$ cat src/rtl/core/bif_pkg.sv
`default_nettype none

package bif_pkg;

  // stream counter width (slot and offset counters wrap at this width)
  localparam int COUNT_BITS = 16;

  // decoupling queue between front and back
  localparam int QUEUE_DEPTH = 4;
  localparam int QPTR_BITS = $clog2(QUEUE_DEPTH);

  typedef logic [COUNT_BITS-1:0] count_t;

  typedef enum logic [2:0] {
    KIND_PLAIN = 3'd0,
    KIND_PUSH  = 3'd1,
    KIND_JNZ   = 3'd2,
    KIND_JZ    = 3'd3,
    KIND_CALL  = 3'd4
  } kind_t;

  // opcode pair bytes of the multi-byte forms
  localparam logic [7:0] OP_PUSH_A = 8'h01;
  localparam logic [7:0] OP_PUSH_B = 8'h04;
  localparam logic [7:0] OP_JUMP_A = 8'h04;
  localparam logic [7:0] OP_JNZ_B  = 8'hFD;
  localparam logic [7:0] OP_JZ_B   = 8'hFC;
  localparam logic [7:0] OP_CALL_A = 8'h0E;
  localparam logic [7:0] OP_CALL_B = 8'h01;

  // form lengths in bytes
  localparam logic [2:0] LEN_PLAIN = 3'd2;
  localparam logic [2:0] LEN_PUSH  = 3'd6;
  localparam logic [2:0] LEN_OTHER = 3'd4;

  // one queue request: either a complete instruction or an end-of-stream flush
  typedef struct packed {
    logic            flush;
    kind_t           kind;
    count_t          slot;
    count_t          offset;
    logic [5:0][7:0] bytes;
    logic [2:0]      byte_count;
    logic [1:0]      pair_count;
  } frame_t;

  function automatic kind_t pair_kind(input logic [7:0] a, input logic [7:0] b);
    kind_t k;
    priority if (a == OP_PUSH_A && b == OP_PUSH_B) k = KIND_PUSH;
    else if (a == OP_JUMP_A && b == OP_JNZ_B) k = KIND_JNZ;
    else if (a == OP_JUMP_A && b == OP_JZ_B) k = KIND_JZ;
    else if (a == OP_CALL_A && b == OP_CALL_B) k = KIND_CALL;
    else k = KIND_PLAIN;
    return k;
  endfunction

  function automatic logic [2:0] form_len(input kind_t k);
    logic [2:0] n;
    unique case (k)
      KIND_PLAIN: n = LEN_PLAIN;
      KIND_PUSH:  n = LEN_PUSH;
      default:    n = LEN_OTHER;
    endcase
    return n;
  endfunction

  function automatic logic [1:0] form_slots(input kind_t k);
    logic [1:0] n;
    unique case (k)
      KIND_PLAIN: n = 2'd1;
      KIND_PUSH:  n = 2'd3;
      default:    n = 2'd2;
    endcase
    return n;
  endfunction

  function automatic logic [15:0] low16(input count_t v);
    logic [31:0] w;
    w = 32'(v);
    return w[15:0];
  endfunction

endpackage

`default_nettype wire

$ cat src/rtl/core/bif_front.sv
`default_nettype none

module bif_front (
  input  wire logic            clk,
  input  wire logic            rst,
  input  wire logic            accept,
  input  wire logic [7:0]      data_byte,
  input  wire logic            end_of_stream,
  output bif_pkg::frame_t      push_data,
  output logic                 push
);

  logic [5:0][7:0]  held_bytes;
  logic [5:0][7:0]  merged;
  logic [2:0]       held_count;
  logic [2:0]       held_count_next;
  logic [2:0]       new_count;
  logic [2:0]       need;
  bif_pkg::count_t  offset_counter;
  bif_pkg::count_t  offset_counter_next;
  bif_pkg::count_t  slot_counter;
  bif_pkg::count_t  slot_counter_next;
  bif_pkg::kind_t   k;
  logic             complete;

  always_comb begin
    merged = held_bytes;
    merged[held_count] = data_byte;
    new_count = held_count + 3'd1;
    k = bif_pkg::pair_kind(merged[0], merged[1]);
    need = bif_pkg::form_len(k);
    complete = (new_count >= 3'd2) && (new_count == need);

    push = accept && (complete || end_of_stream);
    push_data.flush      = !complete;
    push_data.kind       = complete ? k : bif_pkg::KIND_PLAIN;
    push_data.slot       = slot_counter;
    push_data.offset     = offset_counter;
    push_data.bytes      = merged;
    push_data.byte_count = new_count;
    push_data.pair_count = 2'((4'(new_count) + 4'd1) >> 1);

    held_count_next     = held_count;
    offset_counter_next = offset_counter;
    slot_counter_next   = slot_counter;
    if (accept) begin
      if (end_of_stream) begin
        held_count_next     = '0;
        offset_counter_next = '0;
        slot_counter_next   = '0;
      end else if (complete) begin
        held_count_next     = '0;
        offset_counter_next = offset_counter + bif_pkg::count_t'(need);
        slot_counter_next   = slot_counter + bif_pkg::count_t'(bif_pkg::form_slots(k));
      end else begin
        held_count_next = new_count;
      end
    end
  end

  always_ff @(posedge clk) begin
    if (rst) begin
      held_count     <= '0;
      offset_counter <= '0;
      slot_counter   <= '0;
    end else begin
      held_count     <= held_count_next;
      offset_counter <= offset_counter_next;
      slot_counter   <= slot_counter_next;
    end
  end

  always_ff @(posedge clk) begin
    if (accept) begin
      held_bytes[held_count] <= data_byte;
    end
  end

`ifndef SYNTHESIS
  // an incomplete form never holds more than five bytes
  a_held_range: assert property (@(posedge clk) disable iff (rst)
    held_count <= 3'd5)
    else $error("held byte count out of range");

  // end of stream restarts the stream
  a_eos_restart: assert property (@(posedge clk) disable iff (rst)
    accept && end_of_stream |=> held_count == '0 && slot_counter == '0 &&
                                offset_counter == '0)
    else $error("counters not cleared after end of stream");
`endif

endmodule

`default_nettype wire

$ cat src/rtl/core/bif_queue.sv
`default_nettype none

module bif_queue (
  input  wire logic            clk,
  input  wire logic            rst,
  input  wire logic            push,
  input  wire bif_pkg::frame_t push_data,
  output logic                 full,
  input  wire logic            pop,
  output bif_pkg::frame_t      pop_data,
  output logic                 not_empty
);

  bif_pkg::frame_t                 entries [bif_pkg::QUEUE_DEPTH];
  logic [bif_pkg::QPTR_BITS-1:0]   wr_ptr;
  logic [bif_pkg::QPTR_BITS-1:0]   rd_ptr;
  logic [bif_pkg::QPTR_BITS:0]     fill;

  assign full      = fill == (bif_pkg::QPTR_BITS+1)'(bif_pkg::QUEUE_DEPTH);
  assign not_empty = fill != '0;
  assign pop_data  = entries[rd_ptr];

  always_ff @(posedge clk) begin
    if (rst) begin
      wr_ptr <= '0;
      rd_ptr <= '0;
      fill   <= '0;
    end else begin
      if (push) wr_ptr <= wr_ptr + 1'b1;
      if (pop)  rd_ptr <= rd_ptr + 1'b1;
      if (push && !pop) fill <= fill + 1'b1;
      else if (pop && !push) fill <= fill - 1'b1;
    end
  end

  always_ff @(posedge clk) begin
    if (push) begin
      entries[wr_ptr] <= push_data;
    end
  end

`ifndef SYNTHESIS
  a_no_overflow: assert property (@(posedge clk) disable iff (rst)
    push |-> !full)
    else $error("request pushed into full queue");

  a_no_underflow: assert property (@(posedge clk) disable iff (rst)
    pop |-> not_empty)
    else $error("pop from empty queue");
`endif

endmodule

`default_nettype wire

$ cat src/rtl/core/bif_back.sv
`default_nettype none

module bif_back (
  input  wire logic                clk,
  input  wire logic                rst,
  input  wire bif_pkg::frame_t     head,
  input  wire logic                head_valid,
  output logic                     pop,
  output logic                     result_valid,
  input  wire logic                result_ready,
  output logic [2:0]               kind,
  output logic [15:0]              slot_index,
  output logic [15:0]              byte_offset,
  output logic [7:0]               opcode_byte,
  output logic [7:0]               sub_byte,
  output logic signed [31:0]       immediate,
  output logic [15:0]              jump_slot,
  output logic [16:0]              jump_byte,
  output logic [7:0]               library_id,
  output logic [7:0]               function_id,
  output logic                     last_of_run
);

  logic [1:0]   pair_idx;
  logic [1:0]   pair_idx_next;
  logic [2:0]   base;
  logic [2:0]   base_hi;
  logic         load;
  logic         last_pair;
  logic [15:0]  jslot;
  logic         is_jump;

  always_comb begin
    load      = head_valid && (!result_valid || result_ready);
    last_pair = !head.flush || (pair_idx == head.pair_count - 2'd1);
    pop       = load && last_pair;
    base      = {pair_idx, 1'b0};
    base_hi   = base + 3'd1;
    is_jump   = head.kind == bif_pkg::KIND_JNZ || head.kind == bif_pkg::KIND_JZ;
    jslot     = is_jump ? {head.bytes[3], head.bytes[2]} : 16'd0;
    pair_idx_next = pair_idx;
    if (load) begin
      pair_idx_next = last_pair ? 2'd0 : pair_idx + 2'd1;
    end
  end

  always_ff @(posedge clk) begin
    if (rst) begin
      result_valid <= 1'b0;
      pair_idx     <= '0;
    end else begin
      pair_idx <= pair_idx_next;
      if (load) result_valid <= 1'b1;
      else if (result_ready) result_valid <= 1'b0;
    end
  end

  always_ff @(posedge clk) begin
    if (load) begin
      kind        <= head.kind;
      slot_index  <= bif_pkg::low16(head.slot + bif_pkg::count_t'(pair_idx));
      byte_offset <= bif_pkg::low16(head.offset + bif_pkg::count_t'(base));
      opcode_byte <= head.bytes[base];
      sub_byte    <= (base_hi < head.byte_count) ? head.bytes[base_hi] : 8'd0;
      immediate   <= (head.kind == bif_pkg::KIND_PUSH) ?
                     {head.bytes[5], head.bytes[4], head.bytes[3], head.bytes[2]} : 32'sd0;
      jump_slot   <= jslot;
      jump_byte   <= {jslot, 1'b0};
      library_id  <= (head.kind == bif_pkg::KIND_CALL) ? head.bytes[2] : 8'd0;
      function_id <= (head.kind == bif_pkg::KIND_CALL) ? head.bytes[3] : 8'd0;
      last_of_run <= last_pair;
    end
  end

`ifndef SYNTHESIS
  // flush expansion stays within the pairs of the request
  a_pair_range: assert property (@(posedge clk) disable iff (rst)
    head_valid && head.flush |-> pair_idx < head.pair_count)
    else $error("pair index past end of flush request");

  a_pair_idle: assert property (@(posedge clk) disable iff (rst)
    !head_valid |-> pair_idx == 2'd0)
    else $error("pair index left over with empty queue");
`endif

endmodule

`default_nettype wire

$ cat src/rtl/core/bytecode_instruction_framer_top.sv
// A byte that completes an instruction is written into the queue at its accepting edge; the back
// then loads it from the queue into the output register and raises result_valid.
// Throughput: one byte per cycle; the front takes a byte whenever the 4-entry queue has room.
// An end-of-stream flush of k pairs gives k results in the output register, one per pair (k up to 3).
// Reset (rst, synchronous, active high) clears held count, counters, queue pointers and
// result_valid; held bytes and result payload are not cleared.
`default_nettype none

module bytecode_instruction_framer_top (
  input  wire logic         clk,
  input  wire logic         rst,
  // byte stream in
  input  wire logic         byte_valid,
  output logic              byte_ready,
  input  wire logic [7:0]   data_byte,
  input  wire logic         end_of_stream,
  // decoded instructions out
  output logic              result_valid,
  input  wire logic         result_ready,
  output logic [2:0]        kind,
  output logic [15:0]       slot_index,
  output logic [15:0]       byte_offset,
  output logic [7:0]        opcode_byte,
  output logic [7:0]        sub_byte,
  output logic signed [31:0] immediate,
  output logic [15:0]       jump_slot,
  output logic [16:0]       jump_byte,
  output logic [7:0]        library_id,
  output logic [7:0]        function_id,
  output logic              last_of_run
);

  // Front: gathers bytes, recognizes the form from the opcode pair and pushes
  // one request per completed instruction, or one flush request when the end-of-stream byte completes none.
  // Queue: decouples the front from the output so the front keeps taking
  // bytes while the output is stalled or expanding a flush.
  // Back: turns each request into results in the output register, one per cycle unless stalled.

  logic             accept;
  logic             push;
  logic             pop;
  logic             full;
  logic             not_empty;
  bif_pkg::frame_t  push_data;
  bif_pkg::frame_t  head;

  assign byte_ready = !full;
  assign accept     = byte_valid && byte_ready;

  bif_front u_front (
    .clk           (clk),
    .rst           (rst),
    .accept        (accept),
    .data_byte     (data_byte),
    .end_of_stream (end_of_stream),
    .push_data     (push_data),
    .push          (push)
  );

  bif_queue u_queue (
    .clk       (clk),
    .rst       (rst),
    .push      (push),
    .push_data (push_data),
    .full      (full),
    .pop       (pop),
    .pop_data  (head),
    .not_empty (not_empty)
  );

  bif_back u_back (
    .clk          (clk),
    .rst          (rst),
    .head         (head),
    .head_valid   (not_empty),
    .pop          (pop),
    .result_valid (result_valid),
    .result_ready (result_ready),
    .kind         (kind),
    .slot_index   (slot_index),
    .byte_offset  (byte_offset),
    .opcode_byte  (opcode_byte),
    .sub_byte     (sub_byte),
    .immediate    (immediate),
    .jump_slot    (jump_slot),
    .jump_byte    (jump_byte),
    .library_id   (library_id),
    .function_id  (function_id),
    .last_of_run  (last_of_run)
  );

endmodule

`default_nettype wire
$ cat config.mk
export PLATFORM = sky130hd
export DESIGN_NAME = bytecode_instruction_framer_top
export DESIGN_NICKNAME = d
export VERILOG_FILES = /design/src/rtl/core/bif_pkg.sv /design/src/rtl/core/bif_front.sv /design/src/rtl/core/bif_queue.sv /design/src/rtl/core/bif_back.sv /design/src/rtl/core/bytecode_instruction_framer_top.sv
export SDC_FILE = /design/constraint.sdc
export NUM_CORES = 1
export LEC_CHECK = 0
export ABC_CLOCK_PERIOD_IN_PS = 6400
export BUFFER_PORTS_ARGS = -buffer_cell sky130_fd_sc_hd__buf_2
export CORE_MARGIN = 2
export CORE_UTILIZATION = 32
export CTS_BUF_LIST = sky130_fd_sc_hd__clkbuf_4
export DETAILED_ROUTE_END_ITERATION = 8
export SLEW_MARGIN = 10
export SYNTH_ARGS = -nofsm -noshare
export SYNTH_HDL_FRONTEND = slang
export SYNTH_HIERARCHICAL = 1
export SYNTH_SLANG_ARGS = --single-unit
$ cat constraint.sdc
create_clock -name clk -period 6.4 [get_ports clk]
set_input_delay 1.28 -clock clk [delete_from_list [all_inputs] [get_ports clk]]
set_output_delay 1.28 -clock clk [all_outputs]
set_load 0.01 [all_outputs]
== Word level (Yosys, flattened, before mapping) ==
Memory sizes are Yosys's and may differ from the RTL's. A register that Yosys moved wholly into a read port is not among the register bits.
Index checks and enable logic that the tools add are counted.
Storage, ports and cells
  output and inout bits: 135
  memory bits (writable): 356
  bits in registers: 209
  memories: 1
  input bits: 13
Memory list
  u_queue.entries: words 4, bits a word 89, read ports 1, clocked after memory_dff 1, wr ports 1, line bif_queue.sv:14  | bif_pkg::frame_t entries [bif_pkg::QUEUE_DEPTH];
Operators by class
  add/sub/neg operators: 13
  multiplexer cells: 32
  equal/unequal tests: 15
  $lt $le $gt $ge: 6
  reduce and logical (&&, ||, !) cells: 28
Operators with widths (count)
  16-bit two-way mux: 4
  48-bit bitwise mux: 1
  16-bit by 2-bit adder with 16-bit output: 2
  16-bit by 3-bit adder with 16-bit output: 2
  3-bit two-way mux: 9
  8-bit binary-select mux with 3-bit select: 1
  8-bit demux with 3-bit select: 1
  8-bit two-way mux: 3
  8-bit binary-select mux with 2-bit select: 1
  8-bit by 1-bit == test with 1-bit output, second input constant: 2
  8-bit by 3-bit == test with 1-bit output, second input constant: 2
  8-bit == test, second input constant: 2
  3-bit by 1-bit adder with 3-bit output, second input constant: 4
  1-bit logical AND: 12
  3-bit by 4-bit less-than comparator with 1-bit output, second input constant: 3
  2-bit two-way mux: 6
  8-bit by 4-bit == test with 1-bit output, second input constant: 1
  2-bit by 1-bit adder with 2-bit output, second input constant: 3
  3-bit by 1-bit == test with 1-bit output, second input constant: 2
  3-bit by 2-bit == test with 1-bit output, second input constant: 2
  3-bit == test, second input constant: 2
  1-bit zero test: 6
  3-bit case mux with 2 select lines: 1
  2-bit nonzero test: 3
  other kinds (13): 19

== Longest topological paths before layout ==
  depth in word-level cells: 21
  depth in mapped cells: 16
  depth with buffers taken out: 14

== Modules after synthesis ==
Netlist, hierarchy kept.
Modules (own cells, without submodules)
  bif_queue: area an instance 13250.2 sq um, seq. area each 10870.4 sq um, times used 1, cells an instance 509
  bif_back: area an instance 5261.3 sq um, seq. area each 3543.4 sq um, times used 1, cells an instance 376
  bif_front: area an instance 4463.0 sq um, seq. area each 2122.0 sq um, times used 1, cells an instance 410
  bytecode_instruction_framer_top: area an instance 10.0 sq um, seq. area each 0.0 sq um, times used 1, cells an instance 2

== Least setup slack after synthesis ==
No wires, ideal clock.
  kind: input to register
  start point: in byte_valid
  end point: mem u_queue/entries[0][0] (netlist name), enable pin
  path buffers: 1
  setup time: 0.457 ns
  stages: 5
  path slack: -0.305 ns
  arrival time: 6.248 ns
  cell sequence: nor2b_1 -> clkbuf_1 -> o21ai_0 -> inv_1 -> and2_1
On the way
  longest elaborated chain between the ends: 4
Ends and longest elaborated chain
  from (decl): line bytecode_instruction_framer_top.sv:13  | input wire logic byte_valid,
  1-bit logical AND: line bytecode_instruction_framer_top.sv:48  | assign accept = byte_valid && byte_ready;
  1-bit logical AND: line bif_front.sv:34  | push = accept && (complete || end_of_stream);
  named net push: line bytecode_instruction_framer_top.sv:40  | logic push;
  1-bit two-way mux: line bif_queue.sv:37  | if (push) begin
  1-bit two-way mux (not written as such): line bif_queue.sv:38  | entries[wr_ptr] <= push_data;
  to (decl): line bif_queue.sv:14
The timed path passes the listed nets, and every way through them passes these cells.

== Final worst setup path ==
  start point: reg u_front.held_count[0]
  end point: reg u_front.offset_counter[15]
On the way
  longest elaborated chain between the ends: 17
  elaborated cells on any way between the ends: 33
  classes of those cells: 2 x add/sub; 3 x order compare; 9 x eq/ne; 10 x mux; 9 x reduce/logical
Ends and longest elaborated chain
  from (decl): line bif_front.sv:15  | logic [2:0] held_count;
  from (signal assigned): line bif_front.sv:67  | held_count <= held_count_next;
  parallel branches: the longest is 17 deep, another holds 3-bit by 4-bit less-than comparator with 1-bit output
  to (signal assigned): line bif_front.sv:68  | offset_counter <= offset_counter_next;
  to (decl): line bif_front.sv:19  | bif_pkg::count_t offset_counter;
Parallel ways; which one is timed is not known. The select of a mux whose other input is x is not followed.
A chain may end at the register's enable or synchronous reset.

==> impl_metrics.env <==
export IMPL_antenna_found_initial=1
export IMPL_core_mm2=0.0704
export IMPL_post_cts_resized=0
export IMPL_wl_um=50900
export IMPL_min_path_cells=2
export IMPL_drtAntennaViolNets=0
export IMPL_cts_setup_buffers=0
export IMPL_drv_slew=0
export IMPL_hold_end="u_queue/fill[2]"
export IMPL_worst_skew_pair_late_latency_ps=970
export IMPL_route_met2_wl_um=26000
export IMPL_fmaxAchievable_mhz=206
export IMPL_cts_clk_slew_worst_paths_ps=70
export IMPL_status="finished, final reports clean"
export IMPL_place_area_mm2=0.0245
export IMPL_tightestPinTransition_ps=1140
export IMPL_slew_headroom_pct=23.7
export IMPL_area_delta_synth_final_pct=15.4
export IMPL_avgRoutedWirePerCell_um=19.9
export IMPL_cts_buffer_depth=3
export IMPL_cap_violations=0
export IMPL_cp_max_fo=14
export IMPL_internal_power_w=0.00754
export IMPL_hold_path_class="register to register"
export IMPL_worstReg2RegStart="u_front/held_count[0]"
export IMPL_seqPwrFrac_pct=47.5
export IMPL_layout_nets=1558
export IMPL_num_io_pins=148
export IMPL_fin_skew_ps=57.5
export IMPL_startpoint_type="register"
export IMPL_cts_tree="built"
export IMPL_vias=12400
export IMPL_numCtsBuffers=142
export IMPL_syn_num_nets=1326
export IMPL_overflow=0
export IMPL_fin_setup_tns_ps=0
export IMPL_r2r_end="u_front/offset_counter[15]"
export IMPL_worst_ep_required_time_ps=7270
export IMPL_p_leak_nw=8.89
export IMPL_track_usage_pct=13.8
export IMPL_grt_max_degree=71
export IMPL_grt_pass1_vias=12700
export IMPL_initial_core_util_pct=32.4
export IMPL_hp_start="u_queue/fill[2]"
export IMPL_cp_top_family="simple AND/OR/NAND/NOR gates"
export IMPL_ir_worst_vdd_mv=0.277
export IMPL_cp_cell_sequence="nor3b_2 -> mux2i_1 -> nand4b_1 -> or2_2 -> and2_2 -> fa_1 -> nor2b_1 -> nand4_1 -> nor2_1 -> nand3_1 -> or3_1 -> or4_1 -> a31oi_1"
export IMPL_p_per_area_mw_per_mm2=411
export IMPL_arrival_ps=5730
export IMPL_hold_viol_final=0
export IMPL_gp_congestion=0.749
export IMPL_avgSynthCellArea_um2=17.7
export IMPL_numPortBuffers=146
export IMPL_period_needed_ps=4850
export IMPL_startpoint="u_front/held_count[0]"
export IMPL_cts_num_sinks=562
export IMPL_max_stage_delay_ps=980
export IMPL_crit_slowest_cell="nor3b_2"
export IMPL_firstDrtPassIters=5
export IMPL_dr_first_iter_drc_count=886
export IMPL_wl_met3_um=2560
export IMPL_drive_gt1_share_pct=34.0
export IMPL_path_class="register to register"
export IMPL_ff2ff_path_depth=13
export IMPL_wl_met1_um=21300
export IMPL_finalSetupViolCount=0
export IMPL_dr_max_layer_used="met4"
export IMPL_dieArea_mm2=0.0735
export IMPL_path_buf_inv=0
export IMPL_synthesis_area_mm2=0.0228
export IMPL_clock_root_buffer="clkbuf_4"
export IMPL_switchingPower_w=0.00328
export IMPL_numPlacedInstances=2320
export IMPL_dp_hpwl_um=30400
export IMPL_crit_path_end_kind="register"
export IMPL_post_route_period_util_pct=75.8
export IMPL_rsz0062_at_grt="false"
export IMPL_drc=0
export IMPL_power_frac_clock_pct=28.0
export IMPL_syn_inst=1292
export IMPL_dieHeight_um=271
export IMPL_ctsHoldBuffers=0
export IMPL_grt_pass1_wl_um=76400
export IMPL_p_comb_share_pct=24.5
export IMPL_htreeDepth=4
export IMPL_viasPerCell=4.85
export IMPL_yosys_warnings=6
export IMPL_sw_frac_of_total_pct=30.3
export IMPL_r2r_setup_slack_ps=1550
export IMPL_layoutNonFillerInstCount=2563
export IMPL_fin_area_mm2=0.0263
export IMPL_row_count=97
export IMPL_die_w_um=271
==> through the flow <==
stage               setup slack, ps  hold WS, ps  utilization, %  total power (W)
CTS                            1610          504            37.4           0.0110
floorplan                       603          458               -          0.00696
global route                   1280          546            37.4           0.0114
finish                         1550          519            37.4           0.0108
global placement               1300          499            34.9          0.00792
detailed placement             1250          499            34.9          0.00795
==> state kept, by name, summed over array words and instances (netlist names), named ones only <==
register,cells
u_queue/wr_ptr,2
u_back/kind,3
u_back/library_id,8
u_front/offset_counter,15
u_back/last_of_run,1
u_back/jump_slot,16
u_back/sub_byte,8
u_back/opcode_byte,8
u_back/slot_index,16
u_front/slot_counter,16
u_back/function_id,8
u_queue/rd_ptr,2
u_queue/entries,352
u_back/pair_idx,2
u_front/held_bytes,48
u_front/held_count,3
u_back/immediate,32
u_queue/fill,3
u_back/byte_offset,16
u_back/result_valid,1
==> worst max-delay path by stage <==
stage | slack [ps] | cells after the start | to
floorplan | 600 | 5 | u_queue/entries[0][0]
global placement | 1300 | 15 | u_queue/fill[2]
detailed placement | 1250 | 15 | u_queue/fill[2]
CTS | 1610 | 14 | u_queue/fill[2]
global route | 1280 | 14 | u_queue/fill[2]
finish | 1550 | 13 | u_front/offset_counter[15]
==> power groups by stage <==
stage	registers (W)	logic, W	clock network, W
after floorplan	0.00539	0.00157	0
after global placement	0.00522	0.00270	0
after detailed placement	0.00523	0.00272	0
after CTS	0.00516	0.00273	0.00315
after global routing	0.00521	0.00289	0.00333
final	0.00514	0.00265	0.00303
==> placed cells by master (no fill, tap or decap), drive strengths merged, types with 26 or more instances in the layout <==
cell	n
edfxtp	516
clkbuf	202
buf	166
mux4	88
and2	73
mux2	47
dfxtp	46
nor2	42
nand2	38
inv	37
nand2b	31
o211ai	28
clkinv	28
mux2i	26
or4	26
==> cell type report <==
cell class                      count  area, µm²
Clock buffer                      202       1520
Clock inverter                     40        289
Antenna cell                        1       2.50
Sequential cell                   562      16400
Fill cell                        6629      44000
Inverter                           33        126
Tap cell                          940       1180
Multi-Input combinational cell    619       5870
Timing Repair Buffer              166        943
==> tightest hold or removal path: cells and delay by family, from the launching register on <==
| kind | cells | cell delay [ps] |
|---|---|---|
| AOI/OAI and AO/OA | 2 | 150 |
| DFF | 1 | 320 |
==> metal layers <==
layer / vias to the layer above / global-route usage (%)
met2: 358 / 23.5
met4: 0 / 5.15
li1: 5587 / -
met1: 6409 / 16.9
met5: - / 0
met3: 65 / 3.62
Power figures use the tool's default switching activity.
